==> src/rtl/pdu_pkg.sv <==
// Shared constants, types and request bundles of the palette delta unpacker.
package pdu_pkg;

    localparam int PALETTE_ENTRIES = 256;
    localparam int IDX_W           = $clog2(PALETTE_ENTRIES);
    localparam int CNT_W           = IDX_W + 1;
    localparam int COMP_W          = 6;
    localparam int COLOR_W         = 3 * COMP_W;
    localparam int LEFT_W          = 10;
    localparam int COPY_W          = 7;

    typedef enum logic [2:0] {
        PH_IDLE,
        PH_CMD,
        PH_INDEX,
        PH_GREEN,
        PH_RED,
        PH_CLOSED
    } phase_t;

    typedef enum logic [1:0] {
        ST_IN,
        ST_CP_READ,
        ST_CP_EMIT
    } state_t;

    typedef enum logic [1:0] {
        STAT_ENTRY = 2'd0,
        STAT_SKIP  = 2'd1,
        STAT_SHORT = 2'd2
    } stat_t;

    typedef struct packed {
        logic               snap_take;
        logic               wr_en;
        logic [IDX_W-1:0]   wr_idx;
        logic [COLOR_W-1:0] wr_data;
        logic               rd_en;
        logic [IDX_W-1:0]   rd_idx;
    } mem_req_t;

endpackage

==> src/rtl/pdu_ctrl.sv <==
// Chunk parser and copy sequencer with the result beat register.
module pdu_ctrl
    import pdu_pkg::*;
(
    input  logic               clk,
    input  logic               rst_n,
    input  logic               in_valid,
    output logic               in_ready,
    input  logic [7:0]         in_byte,
    input  logic               in_start,
    output logic               out_valid,
    input  logic               out_ready,
    output logic [IDX_W-1:0]   out_idx,
    output logic [COLOR_W-1:0] out_rgb,
    output stat_t              out_stat,
    output logic               out_done,
    output logic               out_last,
    output mem_req_t           req,
    input  logic [COLOR_W-1:0] rd_data
);

    state_t              state_reg, state_next;
    phase_t              phase_reg, phase_next;
    logic [CNT_W-1:0]    cnt_reg, cnt_next;
    logic [LEFT_W-1:0]   left_reg, left_next;
    logic [COPY_W-1:0]   copy_reg, copy_next;
    logic [IDX_W-1:0]    src_reg, src_next;
    logic [COMP_W-1:0]   blue_reg, blue_next;
    logic [COMP_W-1:0]   green_reg, green_next;

    logic                ov_reg, ov_next;
    logic [IDX_W-1:0]    oidx_reg, oidx_next;
    logic [COLOR_W-1:0]  orgb_reg, orgb_next;
    stat_t               ostat_reg, ostat_next;
    logic                odone_reg, odone_next;
    logic                olast_reg, olast_next;

    logic                out_free;
    logic                accept;
    logic                load;
    logic [LEFT_W-1:0]   left_dec;
    logic [CNT_W-1:0]    cnt_inc;
    logic [CNT_W-1:0]    skip_sum;
    logic [CNT_W-1:0]    skip_sat;
    logic                copy_end;

    assign out_free = !ov_reg || out_ready;
    assign in_ready = (state_reg == ST_IN) && out_free;
    assign accept   = in_valid && in_ready;
    assign left_dec = left_reg - LEFT_W'(1);
    assign cnt_inc  = cnt_reg + CNT_W'(1);
    assign skip_sum = cnt_reg + CNT_W'(in_byte[6:0]) + CNT_W'(1);
    assign skip_sat = (skip_sum > CNT_W'(PALETTE_ENTRIES)) ? CNT_W'(PALETTE_ENTRIES)
                                                           : skip_sum;
    assign copy_end = (copy_reg == COPY_W'(1)) || (cnt_inc == CNT_W'(PALETTE_ENTRIES));

    always_comb
    begin
        state_next  = state_reg;
        phase_next  = phase_reg;
        cnt_next    = cnt_reg;
        left_next   = left_reg;
        copy_next   = copy_reg;
        src_next    = src_reg;
        blue_next   = blue_reg;
        green_next  = green_reg;
        load        = 1'b0;
        oidx_next   = oidx_reg;
        orgb_next   = orgb_reg;
        ostat_next  = ostat_reg;
        odone_next  = odone_reg;
        olast_next  = olast_reg;
        req         = '0;

        unique case (state_reg)
            ST_IN:
            begin
                if (accept && in_start)
                begin
                    if (phase_reg != PH_IDLE && !cnt_reg[CNT_W-1])
                    begin
                        load       = 1'b1;
                        oidx_next  = cnt_reg[IDX_W-1:0];
                        orgb_next  = '0;
                        ostat_next = STAT_SHORT;
                        odone_next = 1'b0;
                        olast_next = 1'b1;
                    end
                    req.snap_take = 1'b1;
                    cnt_next      = '0;
                    copy_next     = '0;
                    blue_next     = '0;
                    green_next    = '0;
                    if (in_byte == 8'd0)
                    begin
                        left_next  = '0;
                        phase_next = PH_CLOSED;
                    end
                    else
                    begin
                        left_next  = {in_byte, 2'b00} - LEFT_W'(1);
                        phase_next = PH_CMD;
                    end
                end
                else if (accept && phase_reg != PH_IDLE && left_reg != '0)
                begin
                    left_next = left_dec;
                    case (phase_reg)
                        PH_CMD:
                        begin
                            if (in_byte[7])
                            begin
                                load       = 1'b1;
                                oidx_next  = cnt_reg[IDX_W-1:0];
                                orgb_next  = '0;
                                ostat_next = STAT_SKIP;
                                odone_next = skip_sat[CNT_W-1];
                                olast_next = 1'b1;
                                cnt_next   = skip_sat;
                                phase_next = skip_sat[CNT_W-1] ? PH_CLOSED : PH_CMD;
                            end
                            else if (in_byte[6])
                            begin
                                copy_next  = COPY_W'(in_byte[5:0]) + COPY_W'(1);
                                phase_next = PH_INDEX;
                            end
                            else
                            begin
                                blue_next  = in_byte[COMP_W-1:0];
                                phase_next = PH_GREEN;
                            end
                        end
                        PH_INDEX:
                        begin
                            src_next   = in_byte[IDX_W-1:0];
                            state_next = ST_CP_READ;
                        end
                        PH_GREEN:
                        begin
                            green_next = in_byte[COMP_W-1:0];
                            phase_next = PH_RED;
                        end
                        PH_RED:
                        begin
                            req.wr_en   = 1'b1;
                            req.wr_idx  = cnt_reg[IDX_W-1:0];
                            req.wr_data = {blue_reg, green_reg, in_byte[COMP_W-1:0]};
                            load        = 1'b1;
                            oidx_next   = cnt_reg[IDX_W-1:0];
                            orgb_next   = {blue_reg, green_reg, in_byte[COMP_W-1:0]};
                            ostat_next  = STAT_ENTRY;
                            odone_next  = cnt_inc[CNT_W-1];
                            olast_next  = 1'b1;
                            cnt_next    = cnt_inc;
                            phase_next  = cnt_inc[CNT_W-1] ? PH_CLOSED : PH_CMD;
                        end
                        default:
                        begin
                        end
                    endcase
                    // The copy decides its closing phase once all its entries are out.
                    if (left_dec == '0 && phase_reg != PH_INDEX)
                    begin
                        phase_next = PH_CLOSED;
                    end
                end
            end
            ST_CP_READ:
            begin
                req.rd_en  = 1'b1;
                req.rd_idx = src_reg;
                state_next = ST_CP_EMIT;
            end
            ST_CP_EMIT:
            begin
                if (out_free)
                begin
                    req.wr_en   = 1'b1;
                    req.wr_idx  = cnt_reg[IDX_W-1:0];
                    req.wr_data = rd_data;
                    load        = 1'b1;
                    oidx_next   = cnt_reg[IDX_W-1:0];
                    orgb_next   = rd_data;
                    ostat_next  = STAT_ENTRY;
                    odone_next  = cnt_inc[CNT_W-1];
                    olast_next  = copy_end;
                    cnt_next    = cnt_inc;
                    src_next    = src_reg + IDX_W'(1);
                    copy_next   = copy_reg - COPY_W'(1);
                    if (copy_end)
                    begin
                        copy_next  = '0;
                        state_next = ST_IN;
                        phase_next = (cnt_inc[CNT_W-1] || left_reg == '0) ? PH_CLOSED
                                                                          : PH_CMD;
                    end
                    else
                    begin
                        state_next = ST_CP_READ;
                    end
                end
            end
            default:
            begin
                state_next = ST_IN;
            end
        endcase

        if (load)
        begin
            ov_next = 1'b1;
        end
        else if (out_ready)
        begin
            ov_next = 1'b0;
        end
        else
        begin
            ov_next = ov_reg;
        end
    end

    always_ff @(posedge clk or negedge rst_n)
    begin
        if (!rst_n)
        begin
            state_reg <= ST_IN;
            phase_reg <= PH_IDLE;
            cnt_reg   <= '0;
            left_reg  <= '0;
            copy_reg  <= '0;
            blue_reg  <= '0;
            green_reg <= '0;
            ov_reg    <= 1'b0;
        end
        else
        begin
            state_reg <= state_next;
            phase_reg <= phase_next;
            cnt_reg   <= cnt_next;
            left_reg  <= left_next;
            copy_reg  <= copy_next;
            blue_reg  <= blue_next;
            green_reg <= green_next;
            ov_reg    <= ov_next;
        end
    end

    always_ff @(posedge clk)
    begin
        src_reg   <= src_next;
        oidx_reg  <= oidx_next;
        orgb_reg  <= orgb_next;
        ostat_reg <= ostat_next;
        odone_reg <= odone_next;
        olast_reg <= olast_next;
    end

    assign out_valid = ov_reg;
    assign out_idx   = oidx_reg;
    assign out_rgb   = orgb_reg;
    assign out_stat  = ostat_reg;
    assign out_done  = odone_reg;
    assign out_last  = olast_reg;

    a_copy_in_range: assert property (@(posedge clk) disable iff (!rst_n)
        state_reg == ST_CP_EMIT |-> !cnt_reg[CNT_W-1])
        else $error("copy emitting past the last palette entry");

    a_closed_when_spent: assert property (@(posedge clk) disable iff (!rst_n)
        (state_reg == ST_IN && phase_reg != PH_IDLE && left_reg == '0)
        |-> phase_reg == PH_CLOSED)
        else $error("chunk bytes used up but parser still open");

    a_done_count: assert property (@(posedge clk) disable iff (!rst_n)
        (load && odone_next) |=> cnt_reg == CNT_W'(PALETTE_ENTRIES))
        else $error("palette complete flagged before the last entry");

endmodule

==> config.mk <==
export PLATFORM = sky130hd
export DESIGN_NAME = pdu_ctrl
export DESIGN_NICKNAME = d
export VERILOG_FILES = /design/src/rtl/pdu_pkg.sv /design/src/rtl/pdu_ctrl.sv
export SDC_FILE = /design/constraint.sdc
export NUM_CORES = 1
export LEC_CHECK = 0
export BUFFER_PORTS_ARGS = -buffer_cell sky130_fd_sc_hd__buf_4
export CAP_MARGIN = 0
export CORE_UTILIZATION = 38
export CTS_CLUSTER_DIAMETER = 150
export DETAILED_ROUTE_END_ITERATION = 10
export GPL_TIMING_DRIVEN = 0
export SLEW_MARGIN = 20
export SYNTH_ARGS = -nofsm -noshare
export SYNTH_HDL_FRONTEND = slang
export SYNTH_SLANG_ARGS = --single-unit
export TNS_END_PERCENT = 20
==> constraint.sdc <==
create_clock -name clk -period 5.26 [get_ports clk]
set_clock_uncertainty 0.15 [all_clocks]
set_input_delay 1.052 -clock clk [delete_from_list [all_inputs] [get_ports clk]]
set_output_delay 1.052 -clock clk [all_outputs]
set_load 0.005 [all_outputs]
=== Word level (Yosys, flattened, before mapping) ===
Cells that the tools add are included.

* Register bits: 82
* Input bits: 31
* Output and inout bits: 69
* Logic and storage cells: 181

* $add $sub $neg: 8
* $lt $le $gt $ge: 1
* Equal/unequal tests: 24
* Muxes and demuxes: 102
* Reductions and logical operators: 32

{| class="wikitable"
|+ Operators with widths
! operator !! number
|-
| 27-bit two-way mux || 4
|-
| 18-bit two-way mux || 5
|-
| 8-bit two-way mux || 9
|-
| 18-bit case mux with 2 select lines || 2
|-
| 9-bit two-way mux || 6
|-
| 27-bit case mux with 2 select lines || 1
|-
| 7-bit two-way mux || 7
|-
| 6-bit two-way mux || 8
|-
| 8-bit case mux with 2 select lines || 3
|-
| 9-bit case mux with 2 select lines || 2
|-
| 10-bit two-way mux || 3
|-
| 3-bit two-way mux || 10
|-
| 1-bit two-way mux || 21
|-
| 10-bit logical NOT || 2
|-
| 5-bit AND reduction || 4
|-
| 10-bit by 1-bit subtractor with 10-bit output (second input constant) || 2
|-
| 9-bit by 1-bit adder with 9-bit output (second input constant) || 2
|-
| 2-bit two-way mux || 9
|-
| 7-bit case mux with 2 select lines || 1
|-
| 3-bit by 2-bit inequality test with 1-bit output (second input constant) || 4
|-
| 1-bit case mux with 2 select lines || 6
|-
| 6-bit AND reduction || 2
|-
| 10-bit nonzero test || 1
|-
| 2-bit nonzero test || 5
|-
| 31 further kinds || 48
|}

=== Logic depth before layout (Yosys ltp) ===
Gate-level depths: netlist of the first run.

* Depth after elaboration: 11
* Depth in mapped cells: 11
* Mapped depth without buffers: 10

=== Worst setup path after synthesis of the first run ===
Ideal clock, no wire load.

* Path type: input -> register
* Start point: input out_ready
* End point: register odone_reg, in the netlist out_done, enable pin
* Setup time: 0.417 ns
* Data arrival time: 3.539 ns
* Data required time: 4.693 ns
* Setup slack: 1.154 ns
* Cell stages on the path: 7
* Path buffers: 1
* Cells stage by stage: nand2b_1 > clkbuf_1 > nand3_1 > o21bai_2 > o21ai_0 > o21ai_1 > nor2_1

* Longest elaborated chain between the ends: 7
* Elaborated cells on any way between the ends: 12
* Classes of those cells: 5 x eq/ne; 7 x reduce/logical

{| class="wikitable"
|+ Ends and longest elaborated chain
! what !! RTL line !! RTL
|-
| start, declared || pdu_ctrl.sv:12 || <nowiki>input logic out_ready,</nowiki>
|-
| 1-bit logical OR (*) || pdu_ctrl.sv:47 || <nowiki>assign out_free = !ov_reg || out_ready;</nowiki>
|-
| 1-bit logical AND || pdu_ctrl.sv:48 || <nowiki>assign in_ready = (state_reg == ST_IN) && out_free;</nowiki>
|-
| 1-bit logical AND || pdu_ctrl.sv:49 || <nowiki>assign accept = in_valid && in_ready;</nowiki>
|-
| 1-bit logical AND (2 in series) || pdu_ctrl.sv:105 || <nowiki>else if (accept && phase_reg != PH_IDLE && left_reg != '0)</nowiki>
|-
| 3-bit by 1-bit inequality test with 1-bit output (no source line) || - ||
|-
| 6-bit AND reduction (no source line) (*) || - ||
|-
| end signal, assigned || pdu_ctrl.sv:255 || <nowiki>odone_reg <= odone_next;</nowiki>
|-
| end, declared || pdu_ctrl.sv:35 || <nowiki>logic odone_reg, odone_next;</nowiki>
|}

Mark *: on every way between the ends. The rest lies on a longest branch, timed or not.
A chain may end at the register's enable or synchronous reset.

==> summary.txt, run 1 <==
Route
  – Met3 routed WL: 1.28 mm
  – Vias: 4870
  – TritonRoute pass-1 iters: 6
  – Via/cell ratio: 5.83
  – Highest routed metal layer: met4
  – DR WL/cell: 18.7 um
  – Routed wire length: 15.6 mm
  – DRC Markers: 0
  – Met2 WL: 7.23 mm
  – First DRT Iteration DRCs: 479
  – Routed Antenna Nets: 0
  – Met1 WL: 6.79 mm

STA
  – Highest Clock Rate: 222 MHz
  – Slew Viols, Final: 0
  – Final Cycle Share: 0.855
  – Final setup fails: 0
  – Least-Margin Pin Slew: 1050 ps
  – Hold Fails Final Rpt: 0
  – Slew HR: 0.297
  – Min Tclk post-route: 4490 ps
  – RSZ-0062 raised after global routing: no

Global route
  – GRT Util Overall: 0.222
  – Initial antenna violation count: 0
  – First-pass GRT wire length: 24.6 mm
  – Largest net degree at the start of global routing: 45
  – Grt ovf: 0
  – Vias in the first global route: 4652

Yosys
  – Top FF cell, synth: dfrtp_1
  – Share of the synthesized area in the top cell type: 0.218
  – Post-synth EDFFs: 38
  – Cell area after synthesis: 0.00523 mm^2
  – Yosys cell types: 75
  – Syn_nets: 593
  – Async set or reset register ratio after synthesis: 0.537
  – Largest area contributor in the netlist: edfxtp_1
  – Post-Syn Instances: 545
  – Avg Inst Size Synth: 9.59 um^2
  – Synth Warn #: 0
  – Largest cells by area after synthesis: edfxtp_1 (22%), dfrtp_1 (21%), a22o_1 (5.0%), o21ai_0 (4.7%), ha_1 (3.8%)
  – Sequential area share after synthesis: 0.429
  – Synthesized flop and latch total: 82

Pwr
  – Gate power share: 0.477
  – Worst vdd ir: 193 uV
  – Sw power: 0.00145 W
  – Clk network pwr share: 0.189
  – Switching part of the total: 0.418
  – P_leak: 2.74 nW
  – P per Cell Area: 531 mW/mm^2
  – Int Pwr: 0.00201 W
  – Sequential Power Share: 0.335

Clock network
  – Clock Root Buffer: clkbuf_16
  – Worst skew pair latency: 340 ps
  – TritonCTS clock tree: done
  – Clk buf depth: 2
  – CTS buffer count: 9
  – Clock sinks: 82
  – Post-CTS Setup Bufs: 0
  – Clock slew at reported path FFs: 60 ps
  – Post-CTS sizing: 0
  – Post-CTS Hold Fix Bufs: 0
  – H-tree depth: 3

Critical path
  – CP Launch Point: out_ready
  – WP data arrival: 3290 ps
  – CP Max Fanout: 10
  – Crit Path Class: in2out
  – Worst Path Required: 4060 ps
  – Setup crit end kind: output pin
  – Worst Setup Start Kind: input pin
  – R2r startpoint: left_reg[0]

Layout
  – Max reg flops: 18
  – Nets: 703
  – Non-filler instance count after layout: 836
  – Fill cell count: 1274
  – Layout cells sized above 1: 0.220
  – Storage element area: 0.00224 mm^2
  – Layout area overhead: 24.8%
  – Footprint of the multi-input gates: 0.00276 mm^2
  – Antenna cells: 0
  – Post-route cell area: 0.00652 mm^2

Placement
  – PortBufs: 98
  – Dpl cell area: 0.00622 mm^2
  – Final HPWL DP: 11.7 mm
  – # placed instances: 820
  – RD Place Congestion: 0.885

Floorplanning
  – Die W: 119 um
  – Site row count: 42
  – Io pins: 100
  – Die area: 0.0142 mm^2
  – Die Ht: 119 um
  – Initial Util: 0.391
  – Core Area: 0.0133 mm^2

Min path
  – HP Class: reg2reg
  – Min-delay src: green_reg[1]

Job
  – Max_cap viols: 0

Outcome
  – Run status: finished, final reports clean
==> power by group through the flow <==
stage / Sequential, W / Combinational, W / Clock [W]
after floorplan: 0.00112 / 0.00106 / 0
after global placement: 0.00116 / 0.00156 / 0
after detailed placement: 0.00116 / 0.00162 / 0
after CTS: 0.00115 / 0.00163 / 0.000663
after global routing: 0.00119 / 0.00181 / 0.000691
final: 0.00116 / 0.00165 / 0.000652
==> logic make-up after synthesis <==
| kind of cell | synth area share |
|---|---|
| AND/OR/NAND/NOR | 0.199 |
| AO/OA/AOI/OAI | 0.239 |
| flip-flops | 0.429 |
| buffers and inverters | 0.0448 |
| XOR/XNOR | 0.0402 |
| adder cells (fa/ha/maj) | 0.0421 |
| multiplexers | 0.00647 |
==> synthesized netlist by cell type (4+ instances only) <==
| library cell | number |
|---|---|
| o21ai_0 | 49 |
| dfrtp_1 | 44 |
| nand2_1 | 42 |
| edfxtp_1 | 38 |
| nor2_1 | 35 |
| a22o_1 | 30 |
| clkbuf_1 | 26 |
| inv_1 | 25 |
| nand3_1 | 23 |
| a32o_1 | 17 |
| ha_1 | 16 |
| a21oi_1 | 14 |
| nor2b_1 | 13 |
| xor2_1 | 13 |
| and2_1 | 12 |
| nor3_1 | 11 |
| xnor2_1 | 11 |
| and3_1 | 8 |
| a31oi_1 | 7 |
| or3_1 | 7 |
| nand4_1 | 6 |
| o22ai_1 | 6 |
| nand2b_1 | 5 |
| o21a_1 | 5 |
| a21o_1 | 4 |
| nor3b_1 | 4 |
| nor4_1 | 4 |
==> critical path, stage by stage <==
cell and delay, ps:
buf_4 90, nand2b_1 90, clkbuf_1 310, nand3_1 290, nor4_1 740, clkbuf_1 390, a32o_1 210, buf_4 120
==> layer usage <==
metal / track usage / vias to the layer above
li1: - / 2280
met1: 0.285 / 2331
met2: 0.359 / 226
met3: 0.0584 / 33
met4: 0.0752 / 0
met5: 0 / -
==> layout by cell type (no fill, tap or decap), drive strengths merged, types with 6 or more instances in the layout <==
cell type,synthesis,layout
ha,16,16
dfrtp,44,44
a22o,30,30
xor2,13,13
a32o,17,17
nand2,43,43
nor2,35,35
nor3,12,12
nand3,23,23
inv,25,27
nor3b,6,6
o22ai,6,6
and3,8,8
nor2b,13,13
xnor2,11,11
a31oi,7,7
o21ai,50,50
clkbuf,27,36
or3,8,8
nand4,6,6
a21oi,15,15
edfxtp,38,38
and2,12,12
buf,6,105
==> metrics by stage <==
step                utilization  setup slack [ps]  hold slack (ps)  total power, W  TNS [ps]
global placement          0.463              -162              347         0.00272     -4780
global route              0.488               405              399         0.00369         0
detailed placement        0.466               820              352         0.00278         0
CTS                       0.488               783              372         0.00344         0
floorplan                     -              1150              322         0.00218         0
finish                    0.488               765              371         0.00346         0
==> worst paths after layout <==
| path | endpoint | slack, ps | cells past startpoint |
|---|---|---|---|
| min in group asynchronous | left_reg[1] | 560 | 1 |
| worst max-delay path | req[19] | 770 | 8 |
| max in group asynchronous | copy_reg[2] | 3980 | 1 |
| worst max register to register | out_rgb[11] | 1800 | 10 |
| worst min-delay path | green_reg[1] | 370 | 2 |
| worst min register to register | green_reg[1] | 370 | 2 |
==> area by class of cell <==
type                            instances  area share
Timing Repair Buffer                   99       0.117
Sequential cell                        82       0.344
Clock inverter                          7      0.0119
Tap cell                              176      0.0338
Multi-Input combinational cell        405       0.423
Buffer                                 33      0.0215
Clock buffer                            9      0.0345
Inverter                               25      0.0144
(Power assumes the default switching activity.)
==> run 2, diff against run 1 <==
--- a/config.mk
+++ b/config.mk
@@ -5,6 +5,7 @@
 export SDC_FILE = /design/constraint.sdc
 export NUM_CORES = 1
 export LEC_CHECK = 0
+export ABC_AREA = 1
 export BUFFER_PORTS_ARGS = -buffer_cell sky130_fd_sc_hd__buf_4
 export CAP_MARGIN = 0
 export CORE_UTILIZATION = 38
==> run 2 against run 1 <==
  * Synthesized area is 1.5% higher
  * Sequential share of layout area is 0.60 points lower
  * Worst setup slack better by 650 ps
  * Wire length is 0.27% higher
  * Clock-buffer cell count stayed put
  * Critical endpoint is now req[35]
==> summary.txt, run 2 <==
Placement
  – Final HPWL DP: 12.1 mm (+3.8%)
  – # placed instances: 977 (+19%)
  – PortBufs: 99 (+1.0%)
  – RD Place Congestion: 0.909 (+2.7%)

Global route
  – Largest net degree at the start of global routing: 45 (unchanged)
  – GRT Util Overall: 0.227 (+0.00486)
  – First-pass GRT wire length: 25.3 mm (+3.1%)
  – Grt ovf: 0 (unchanged)
  – Initial antenna violation count: 0 (unchanged)
  – Vias in the first global route: 4952 (+6.4%)

Floorplanning
  – Die W: 120 um (+0.73%)
  – Io pins: 100 (unchanged)
  – Initial Util: 0.396 (+0.00425)
  – Core Area: 0.0134 mm^2 (+0.39%)
  – Die Ht: 120 um (+0.73%)
  – Site row count: 42 (unchanged)
  – Die area: 0.0144 mm^2 (+1.5%)

Yosys
  – Largest area contributor in the netlist: edfxtp_1
  – Synthesized flop and latch total: 82 (unchanged)
  – Top FF cell, synth: dfrtp_1
  – Async set or reset register ratio after synthesis: 0.537 (unchanged)
  – Sequential area share after synthesis: 0.423 (-0.00628)
  – Most numerous cell in the Yosys netlist: nand2_1
  – Post-Syn Instances: 701 (+29%)
  – Post-synth EDFFs: 38 (unchanged)
  – Share of the synthesized area in the top cell type: 0.215 (-0.00319)
  – Synth Warn #: 0 (unchanged)
  – Yosys cell types: 46 (-39%)
  – Avg Inst Size Synth: 7.56 um^2 (-21%)
  – Largest cells by area after synthesis: edfxtp_1 (22%), dfrtp_1 (21%), nand2_1 (10%), nor2_1 (7.0%), inv_1 (5.5%)
  – Synth top cells by count: nand2_1 (148), nor2_1 (99), inv_1 (78), o21ai_0 (52), dfrtp_1 (44)
  – Syn_nets: 749 (+26%)
  – Cell area after synthesis: 0.00530 mm^2 (+1.5%)

Min path
  – HP Class: reg2reg
  – Hold path depth: 0 (-2)
  – Min-delay src: cnt_reg[7]
  – WHS Endpoint: out_idx[7]

Layout
  – Max reg flops: 18 (unchanged)
  – Nets: 860 (+22%)
  – Footprint of the multi-input gates: 0.00262 mm^2 (-5.1%)
  – Storage element area: 0.00224 mm^2 (unchanged)
  – Non-filler instance count after layout: 993 (+19%)
  – Layout area overhead: 25.1%
  – Fill cell count: 1321 (+3.7%)
  – Commonest non-fill, non-tap cell in the layout: nand2_1
  – Commonest cells after routing, fill and taps aside: nand2_1 (148), buf_4 (100), nor2_1 (98)
  – Antenna cells: 0 (unchanged)
  – Layout cells sized above 1: 0.186 (-0.0337)

Route
  – First DRT Iteration DRCs: 466 (-2.7%)
  – DRC Markers: 0 (unchanged)
  – Routed wire length: 15.7 mm (+0.27%)
  – Via/cell ratio: 5.20 (-11%)
  – Vias: 5167 (+6.1%)
  – Routed Antenna Nets: 0 (unchanged)
  – TritonRoute pass-1 iters: 6 (unchanged)
  – DR WL/cell: 15.8 um (-16%)

Critical path
  – RR Endpoint: out_rgb[7]
  – Crit Path Class: in2out
  – R2r startpoint: left_reg[0]
  – Setup crit end kind: output pin
  – Worst r2r path cells: 11 (+1)
  – Worst Path Required: 4060 ps (about the same)
  – Worst Setup Start Kind: input pin
  – CP Launch Point: out_ready
  – CP Max Fanout: 10 (unchanged)
  – WP data arrival: 2640 ps (-650 ps)
  – FF-to-FF setup slack: 2350 ps (+550 ps)

STA
  – Hold Fails Final Rpt: 0 (unchanged)
  – Total Neg Setup Slack: 0 ps (unchanged)
  – Highest Clock Rate: 260 MHz (+17%)
  – Final Cycle Share: 0.730 (-0.124)
  – Hold_ws: 323 ps (-48.2 ps)
  – RSZ-0062 raised after global routing: no
  – Final setup fails: 0 (unchanged)
  – Slew Viols, Final: 0 (unchanged)
  – Min Tclk post-route: 3840 ps (-654 ps)
  – Least-Margin Pin Slew: 724 ps (-321 ps)
  – Slew HR: 0.516 (+0.219)

Clock network
  – Clock sinks: 82 (unchanged)
  – TritonCTS clock tree: done
  – Clock Root Buffer: clkbuf_16
  – Post-CTS sizing: 0 (unchanged)
  – Clock slew at reported path FFs: 60 ps (about the same)
  – Worst skew pair latency: 350 ps (about the same)
  – Clk buf depth: 2 (unchanged)
  – CTS buffer count: 9 (unchanged)
  – Post-CTS Setup Bufs: 0 (unchanged)
  – H-tree depth: 3 (unchanged)
  – Post-CTS Hold Fix Bufs: 0 (unchanged)

Pwr
  – P_leak: 3.15 nW (+15%)
  – Worst vdd ir: 302 uV (+56%)
  – Total power: 0.00468 W (+35%)
  – P per Cell Area: 705 mW/mm^2 (+33%)

Job
  – Max_cap viols: 0 (unchanged)

Outcome
  – Run status: finished, final reports clean
## run 2: cell count changes after synthesis, sizes merged, moves of 22 or more
cell,previous run,this run
nor2,35,105
nand3,23,45
a21oi,15,40
a22o,30,0
nand2,43,153
inv,25,86
## run 2: worst max-delay path, cell delays in order
cell and delay, ps:
buf_4 120, nor2_4 170, clkbuf_1 430, nor2_1 120, a31oi_2 460, inv_1 130
buf_4 160
## run 2: power breakdown
group | internal, W | total [W] | switching, W
registers | 0.00110 | 0.00132 | 0.000213
logic | 0.000998 | 0.00266 | 0.00166
clock network | 0.000426 | 0.000708 | 0.000282
## run 2: how the worst max path moves through the flow
| stage | slack, ps | to | depth (start not counted) |
|---|---|---|---|
| floorplan | 1510 | out_done | 9 |
| global placement | 450 | out_rgb[8] | 7 |
| detailed placement | 1400 | out_done | 12 |
| CTS | 1420 | req[35] | 7 |
| global route | 1300 | req[35] | 10 |
| finish | 1420 | req[35] | 7 |
## run 2: cell type report
cell class / count / share of cell area
Multi-Input combinational cell: 505 / 0.394
Buffer: 24 / 0.0164
Tap cell: 176 / 0.0332
Timing Repair Buffer: 100 / 0.116
Sequential cell: 82 / 0.338
Inverter: 90 / 0.0517
Clock buffer: 9 / 0.0339
Clock inverter: 7 / 0.0164
## run 2: cell families after synthesis
| family | count (synthesis) | synth area share |
|---|---|---|
| fa+ha+maj | 17 | 0.0415 |
| xor+xnor | 25 | 0.0413 |
| buf+inv | 114 | 0.0852 |
| simple gates | 326 | 0.264 |
| flops | 82 | 0.423 |
| compound gates | 137 | 0.145 |
## run 2: stage by stage
step                       util  setup slack, ps  cell area (um^2)
after floorplan               -             1510              5300
final                     0.495             1420              6640
after global routing      0.495             1300              6640
after global placement    0.468              452              6270
after detailed placement  0.470             1400              6300
after CTS                 0.495             1420              6640
## run 2: layer usage
metal | part of all wire | wire length [um] | vias up | global-route usage
met5 | 0 | 0 | - | 0
met4 | 0.011 | 171 | 0 | 0.0586
met3 | 0.065 | 1030 | 12 | 0.0299
met2 | 0.45 | 7100 | 199 | 0.366
met1 | 0.47 | 7380 | 2416 | 0.318
li1 | - | - | 2540 | -
